--- config.mk ---
export PLATFORM = sky130hd
export DESIGN_NAME = rotary_speed_key_queue
export DESIGN_NICKNAME = d
export VERILOG_FILES = /design/src/hw/rtl/rskq_pkg.sv /design/src/hw/rtl/rotary_speed_key_queue.sv
export SDC_FILE = /design/constraint.sdc
export NUM_CORES = 1
export LEC_CHECK = 0
export BUFFER_PORTS_ARGS = -buffer_cell sky130_fd_sc_hd__buf_2
export CAP_MARGIN = 0
export CELL_PAD_IN_SITES_DETAIL_PLACEMENT = 1
export CELL_PAD_IN_SITES_GLOBAL_PLACEMENT = 1
export CORE_MARGIN = 10
export CORE_UTILIZATION = 46
export DETAILED_ROUTE_END_ITERATION = 12
export GPL_TIMING_DRIVEN = 1
export HOLD_SLACK_MARGIN = 0.08
export MAX_ROUTING_LAYER = met4
export PLACE_DENSITY_LB_ADDON = 0.1
export SLEW_MARGIN = 20
export SYNTH_ARGS = -nofsm -noshare
export SYNTH_HDL_FRONTEND = slang
export SYNTH_SLANG_ARGS = --single-unit
--- constraint.sdc ---
create_clock -name i_clk -period 2.9 [get_ports i_clk]
set_input_delay 0.145 -clock i_clk [delete_from_list [all_inputs] [get_ports i_clk]]
set_output_delay 0.145 -clock i_clk [all_outputs]
set_load 0.005 [all_outputs]
--- src/hw/rtl/rskq_pkg.sv ---
// Shared types and constants for the rotary speed key queue.
`timescale 1ns / 1ps

package rskq_pkg;

    localparam int unsigned TICK_W  = 16;
    localparam int unsigned LIMIT_W = 16;
    localparam int unsigned KEY_W   = 3;
    localparam int unsigned QCNT_W  = 4;

    // Bit positions inside the result tdata word.
    localparam int unsigned OUT_KEY_LSB  = 0;
    localparam int unsigned OUT_QCNT_LSB = KEY_W;
    localparam int unsigned OUT_TDATA_W  = 8;
    localparam int unsigned IN_TDATA_W   = 8;

    localparam logic [TICK_W-1:0] TICK_MAX = '1;

    localparam logic [LIMIT_W-1:0] FAST_LIMIT_RST   = 16'd20;
    localparam logic [LIMIT_W-1:0] MEDIUM_LIMIT_RST = 16'd100;

    typedef enum logic [1:0] {
        ACT_TICK   = 2'd0,
        ACT_BUTTON = 2'd1,
        ACT_DETENT = 2'd2,
        ACT_POP    = 2'd3
    } t_action;

    typedef enum logic {
        CFG_FAST_LIMIT   = 1'b0,
        CFG_MEDIUM_LIMIT = 1'b1
    } t_cfg_index;

    typedef logic [KEY_W-1:0] t_key;

    localparam t_key KEY_NONE  = 3'd0;
    localparam t_key KEY_PRESS = 3'd1;
    localparam t_key KEY_FWD   = 3'd2;
    localparam t_key KEY_FWD2  = 3'd3;
    localparam t_key KEY_FWD10 = 3'd4;
    localparam t_key KEY_BWD   = 3'd5;
    localparam t_key KEY_BWD2  = 3'd6;
    localparam t_key KEY_BWD10 = 3'd7;

endpackage

--- src/hw/rtl/rotary_speed_key_queue.sv ---
// Rotary encoder speed classifier with a key FIFO, top level.
// Each input item updates the elapsed tick counter or the key FIFO
// and loads exactly one result into the output register. An item is accepted every cycle while
// the output register is empty or being drained, so the block sustains one item per clock; a
// stall on the result side stops intake after one result waits. Ticks saturate at 65535. A
// detent queues forward or backward at step 10 when the elapsed count is below fast_limit, at
// step 2 when below medium_limit, else at step 1, and then clears the count. Keys arriving at a
// full FIFO are dropped, a pop on an empty FIFO returns none, and queue_count shows the low four
// bits of the number of keys held after the item.
`timescale 1ns / 1ps

module rotary_speed_key_queue #(
    parameter int unsigned QUEUE_DEPTH = 8
) (
    input  logic                                i_clk,
    input  logic                                i_rst_n,
    // Configuration writes.
    input  logic                                i_cfg_wr_en,
    input  logic                                i_cfg_index,
    input  logic [rskq_pkg::LIMIT_W-1:0]        i_cfg_wdata,
    // Input items.
    input  logic                                s_tvalid,
    output logic                                s_tready,
    // [1:0] action, [2] button_level, [3] direction_level, [7:4] zero
    input  logic [rskq_pkg::IN_TDATA_W-1:0]     s_tdata,
    // Result items.
    output logic                                m_tvalid,
    input  logic                                m_tready,
    // [2:0] popped_key, [6:3] queue_count, [7] zero
    output logic [rskq_pkg::OUT_TDATA_W-1:0]    m_tdata
);

    localparam int unsigned CNT_W = $clog2(QUEUE_DEPTH + 1);
    localparam int unsigned IDX_W = (QUEUE_DEPTH > 1) ? $clog2(QUEUE_DEPTH) : 1;
    localparam logic [CNT_W-1:0] CNT_FULL = CNT_W'(QUEUE_DEPTH);
    localparam logic [IDX_W-1:0] IDX_LAST = IDX_W'(QUEUE_DEPTH - 1);

    logic [rskq_pkg::LIMIT_W-1:0] r_fast_limit;
    logic [rskq_pkg::LIMIT_W-1:0] r_medium_limit;
    logic [rskq_pkg::TICK_W-1:0]  r_elapsed;
    logic [rskq_pkg::TICK_W-1:0]  n_elapsed;
    logic [CNT_W-1:0]             r_count;
    logic [CNT_W-1:0]             n_count;
    logic [IDX_W-1:0]             r_head;
    logic [IDX_W-1:0]             r_tail;
    rskq_pkg::t_key               r_store [QUEUE_DEPTH];
    logic                         r_out_valid;
    rskq_pkg::t_key               r_out_key;
    logic [rskq_pkg::QCNT_W-1:0]  r_out_qcnt;

    rskq_pkg::t_action            in_action;
    logic                         in_button;
    logic                         in_dir;
    logic                         accept;
    logic                         do_push;
    logic                         do_pop;
    rskq_pkg::t_key               push_key;

    assign in_action = rskq_pkg::t_action'(s_tdata[1:0]);
    assign in_button = s_tdata[2];
    assign in_dir    = s_tdata[3];

    assign s_tready = !r_out_valid || m_tready;
    assign accept   = s_tvalid && s_tready;

    always_comb begin
        n_elapsed = r_elapsed;
        n_count   = r_count;
        do_push   = 1'b0;
        do_pop    = 1'b0;
        push_key  = rskq_pkg::KEY_PRESS;
        case (in_action)
            rskq_pkg::ACT_TICK: begin
                if (r_elapsed != rskq_pkg::TICK_MAX) begin
                    n_elapsed = r_elapsed + 1'b1;
                end
            end
            rskq_pkg::ACT_BUTTON: begin
                do_push = !in_button;
            end
            rskq_pkg::ACT_DETENT: begin
                // The fast test wins regardless of how the two limits relate.
                if (r_elapsed < r_fast_limit) begin
                    push_key = in_dir ? rskq_pkg::KEY_FWD10 : rskq_pkg::KEY_BWD10;
                end else if (r_elapsed < r_medium_limit) begin
                    push_key = in_dir ? rskq_pkg::KEY_FWD2 : rskq_pkg::KEY_BWD2;
                end else begin
                    push_key = in_dir ? rskq_pkg::KEY_FWD : rskq_pkg::KEY_BWD;
                end
                do_push   = 1'b1;
                n_elapsed = '0;
            end
            rskq_pkg::ACT_POP: begin
                if (r_count != '0) begin
                    do_pop = 1'b1;
                end
            end
            default: begin
                do_pop = 1'b0;
            end
        endcase
        // A key that finds the FIFO full is dropped.
        if (do_push && (r_count == CNT_FULL)) begin
            do_push = 1'b0;
        end
        if (do_push) begin
            n_count = r_count + 1'b1;
        end else if (do_pop) begin
            n_count = r_count - 1'b1;
        end
    end

    always_ff @(posedge i_clk) begin
        if (!i_rst_n) begin
            r_fast_limit   <= rskq_pkg::FAST_LIMIT_RST;
            r_medium_limit <= rskq_pkg::MEDIUM_LIMIT_RST;
            r_elapsed      <= '0;
            r_count        <= '0;
            r_head         <= '0;
            r_tail         <= '0;
            r_out_valid    <= 1'b0;
        end else begin
            if (i_cfg_wr_en) begin
                case (rskq_pkg::t_cfg_index'(i_cfg_index))
                    rskq_pkg::CFG_FAST_LIMIT:   r_fast_limit   <= i_cfg_wdata;
                    rskq_pkg::CFG_MEDIUM_LIMIT: r_medium_limit <= i_cfg_wdata;
                    default: begin
                        r_fast_limit <= r_fast_limit;
                    end
                endcase
            end
            if (accept) begin
                r_elapsed   <= n_elapsed;
                r_count     <= n_count;
                r_out_valid <= 1'b1;
                if (do_pop) begin
                    r_head <= (r_head == IDX_LAST) ? '0 : r_head + 1'b1;
                end
                if (do_push) begin
                    r_tail <= (r_tail == IDX_LAST) ? '0 : r_tail + 1'b1;
                end
            end else if (m_tready) begin
                r_out_valid <= 1'b0;
            end
        end
    end

    // Key storage is a circular buffer; the head entry is read straight into the result register.
    always_ff @(posedge i_clk) begin
        if (accept) begin
            r_out_key  <= do_pop ? r_store[r_head] : rskq_pkg::KEY_NONE;
            r_out_qcnt <= rskq_pkg::QCNT_W'(n_count);
            if (do_push) begin
                r_store[r_tail] <= push_key;
            end
        end
    end

    assign m_tvalid = r_out_valid;
    assign m_tdata  = {1'b0, r_out_qcnt, r_out_key};

endmodule

==> flow_summary_export.csv <==
group,metric,value,unit
sta,worst_pin_slew,1.030,ns
cells_and_area,fin_util,53.16,%
sta,rsz0062_at_grt,"false",
route,drtIter0Drc,193,
synthesis,yosysSeqAreaShare,44.48,%
sta,skew,0.007303,ns
pwr,p_sw_share,27.09,%
route,wl_per_cell,17.11,um
pwr,ir_worst_vdd,0.2028,mV
placed_design,dp_hpwl,8856,um
sta,whs,0.1289,ns
grt,antenna_found_initial,0,
route,route.detailed.drc,0,
grt,grtUsageTotal,17.59,%
worst_setup_path,arrival,2.68,ns
worst_setup_path,crit_chain,"inv_1 -> ha_1 -> a21o_1 -> a21oi_1 -> nor2_1 -> a2111oi_0 -> a211oi_1 -> ha_1 -> nand2_1 -> mux2_2",
floorplanning,fp.dieArea,0.01479,mm^2
synthesis,syn_area,0.004748,mm^2
worst_setup_path,setup.worst_path.class,"reg -> reg",
cts,htreeDepth,3,
grt,grt_pass1_wl,20290,um
synthesis,synth_seq_cells,90,
sta,max_freq,388.9,MHz
floorplanning,io_pins,40,
sta,relSlewSlack,31.24,%
status,outcome,"complete, no violations",
synthesis,synthCells,516,
grt,grt_max_degree,32,
cts,cts_resized,0,
pwr,leakage,2.186,nW
sta,hold_violations,0,
pwr,p_per_area,449.0,mW/mm^2
sta,fin_setup_tns,0,ns
sta,min_period_over_period,88.66,%
synthesis,syn_nets,588,
cts,clock-root-buffer,"clkbuf_8",
placed_design,dp_cells,673,
sta,min_period,2.571,ns
sta,setup-violations-final,0,
grt,overflow,0,
floorplanning,die_y,121.6,um
cells_and_area,drive_gt1_share,13.51,%
cts,clockBufferDepth,2,
placed_design,gp_congestion,0.8220,
cts,numCtsBuffers,9,
cts,cts_tree,"done",
synthesis,postSynthAreaPerCell,9.202,um^2
worst_setup_path,crit_fanout,8,
floorplanning,core-area,0.01018,mm^2
route,vias,3877,
pwr,pwr-share-seq,56.2,%
cells_and_area,fin_nets,637,
cells_and_area,final_cells,706,
worst_setup_path,cpMostUsedCell,"ha_1",
cells_and_area,synthToLayoutAreaGrowth,14.02,%
pwr,power_switching,0.0006584,W
pwr,p_comb_share,11.2,%
worst_setup_path,slowest_stage,"dfxtp_1",
hold_path,worstHoldPathType,"in -> reg",
route,dr.pass1.iters,4,
grt,grt_pass1_vias,4095,
pwr,p_clk_share,32.6,%
cts,clock_sinks,90,
cells_and_area,antenna_cells,0,
floorplanning,start_util,46.62,%
cts,clkLatencyLatePin,0.37,ns
route,wirelength,12080,um
placed_design,port_buffers,34,
worst_setup_path,critPathLaunchType,"flop",
route,viasPerCell,5.492,
worst_setup_path,slowest_delay,0.34,ns
worst_setup_path,crit_path_end_kind,"flop",
floorplanning,die_w,121.6,um
floorplanning,row_count,37,
synthesis,synth_warnings,0,
worst_setup_path,required,3.01,ns
flow_run,max_cap_violations,0,
cts,clk_pin_slew,0.09,ns
pwr,p_int,0.001772,W
synthesis,synth.distinct_cells,59,
route,ant_nets,0,
synthesis,synth_flop_cell,"dfxtp_1",
synthesis,synth-edff-count,31,
sta,drv_slew,0,
synthesis,async_flop_share,0,%
[state kept, by name (all words and copies together) (netlist names)]
register and count:
m_tvalid 1, r_count 4, r_elapsed 16, r_fast_limit 16, r_head 3, r_medium_limit 16, r_out_key 3, r_out_qcnt 4
r_store 24, r_tail 3
[final cells by class]
cell class | count | area [um^2]
clock inverter | 5 | 41.29
fill | 1217 | 4771
tap | 136 | 170.2
clock buffer | 11 | 131.4
timing repair buffer | 64 | 437.9
sequential | 90 | 2112
inverter | 41 | 153.9
multi-input combinational | 359 | 2367
[path summary, 6_finish.rpt]
| check | to | cells past startpoint | start | slack (ns) |
|---|---|---|---|---|
| worst max register to register | r_store[6][0] | 10 | r_medium_limit[9] | 0.33 |
| worst min register to register | r_medium_limit[15] | 2 | r_medium_limit[15] | 0.46 |
| worst min-delay path | m_tvalid | 3 | m_tready | 0.13 |
| worst max-delay path | r_store[6][0] | 10 | r_medium_limit[9] | 0.33 |
[power by group through the flow]
stage / Combinational, W / Sequential (W) / Clock [W]
detailed placement: 0.000254 / 0.00140 / 0
global route: 0.000309 / 0.00137 / 0.000870
finish: 0.000272 / 0.00137 / 0.000793
CTS: 0.000273 / 0.00137 / 0.000819
floorplan: 0.000173 / 0.00139 / 0
global placement: 0.000244 / 0.00139 / 0
[worst max-delay path: cells and delay by family, from the launching register on]
family | cells | cell delay (ns)
and+or+nand+nor | 2 | 0.11
buffers and inverters | 1 | 0.05
muxes | 1 | 0.34
DFF | 1 | 0.34
adders and majority gates | 2 | 0.60
AOI/OAI and AO/OA | 4 | 0.87
[kinds of logic after synthesis]
| logic type | count (synthesis) | synth area share (%) |
|---|---|---|
| buf+inv | 67 | 5.665 |
| xor+xnor | 3 | 0.5535 |
| mux | 17 | 5.217 |
| other cells | 1 | 0.07898 |
| simple gates | 172 | 16.57 |
| compound gates | 124 | 16.36 |
| flops | 90 | 44.48 |
| fa+ha+maj | 42 | 11.07 |
[per-layer routing]
| layer | vias to the layer above | part of all wire, % | global-route usage (%) |
|---|---|---|---|
| li1 | 1914 | - | - |
| met1 | 1872 | 47 | 22.12 |
| met2 | 72 | 47 | 27.84 |
| met3 | 19 | 5.0 | 3.330 |
| met4 | 0 | 1.5 | 5.961 |
| met5 | - | 0 | - |
[what timing repair did]
item | CTS | global route
hold buffers | 17 | 0
endpoints found under the hold margin | 33 | 0
buffers inserted | 0 | 0
[cell usage in the layout (no fill, tap or decap), types with 3 or more instances in the layout]
cell type       n
ha_1           42
o211ai_1       13
clkbuf_8        9
a31oi_1         6
nor2b_1         3
a21o_1          3
edfxtp_1       31
mux4_2          6
buf_2          34
nand2_1        96
and3_1          4
or3_1           5
nor2_1         22
a21oi_1        55
nor3_1         10
o21a_1          4
o41ai_1         3
nand2b_1        7
buf_4          13
dfxtp_1        59
inv_1          41
nand3_1         7
o21ai_0        19
mux2i_1         9
dlygate4sd3_1  17
[stage by stage]
stage                     cell area, um^2  setup WS [ns]  total power [W]
after floorplan                      4748         0.5714         0.001560
after global placement               5071         0.3644         0.001638
after detailed placement             5071         0.3288         0.001650
after CTS                            5414         0.3150         0.002459
after global routing                 5414         0.1082         0.002552
final                                5414         0.3288         0.002431
[cells in the mapped netlist, types with 4 or more instances]
| cell | count | area share [%] |
|---|---|---|
| a21oi_1 | 55 | 5.8 |
| a31oi_1 | 6 | 0.79 |
| and3_1 | 4 | 0.53 |
| buf_1 | 4 | 0.32 |
| clkbuf_1 | 17 | 1.3 |
| dfxtp_1 | 59 | 25 |
| edfxtp_1 | 31 | 20 |
| ha_1 | 42 | 11 |
| inv_1 | 41 | 3.2 |
| mux2i_1 | 9 | 1.9 |
| mux4_2 | 6 | 2.8 |
| nand2_1 | 96 | 7.6 |
| nand2b_1 | 7 | 0.92 |
| nand3_1 | 7 | 0.74 |
| nor2_1 | 22 | 1.7 |
| nor3_1 | 10 | 1.1 |
| o211ai_1 | 13 | 2.1 |
| o21a_1 | 4 | 0.63 |
| o21ai_0 | 19 | 2.0 |
| or3_1 | 5 | 0.66 |
No activity file was read; power rests on OpenSTA's default activity.
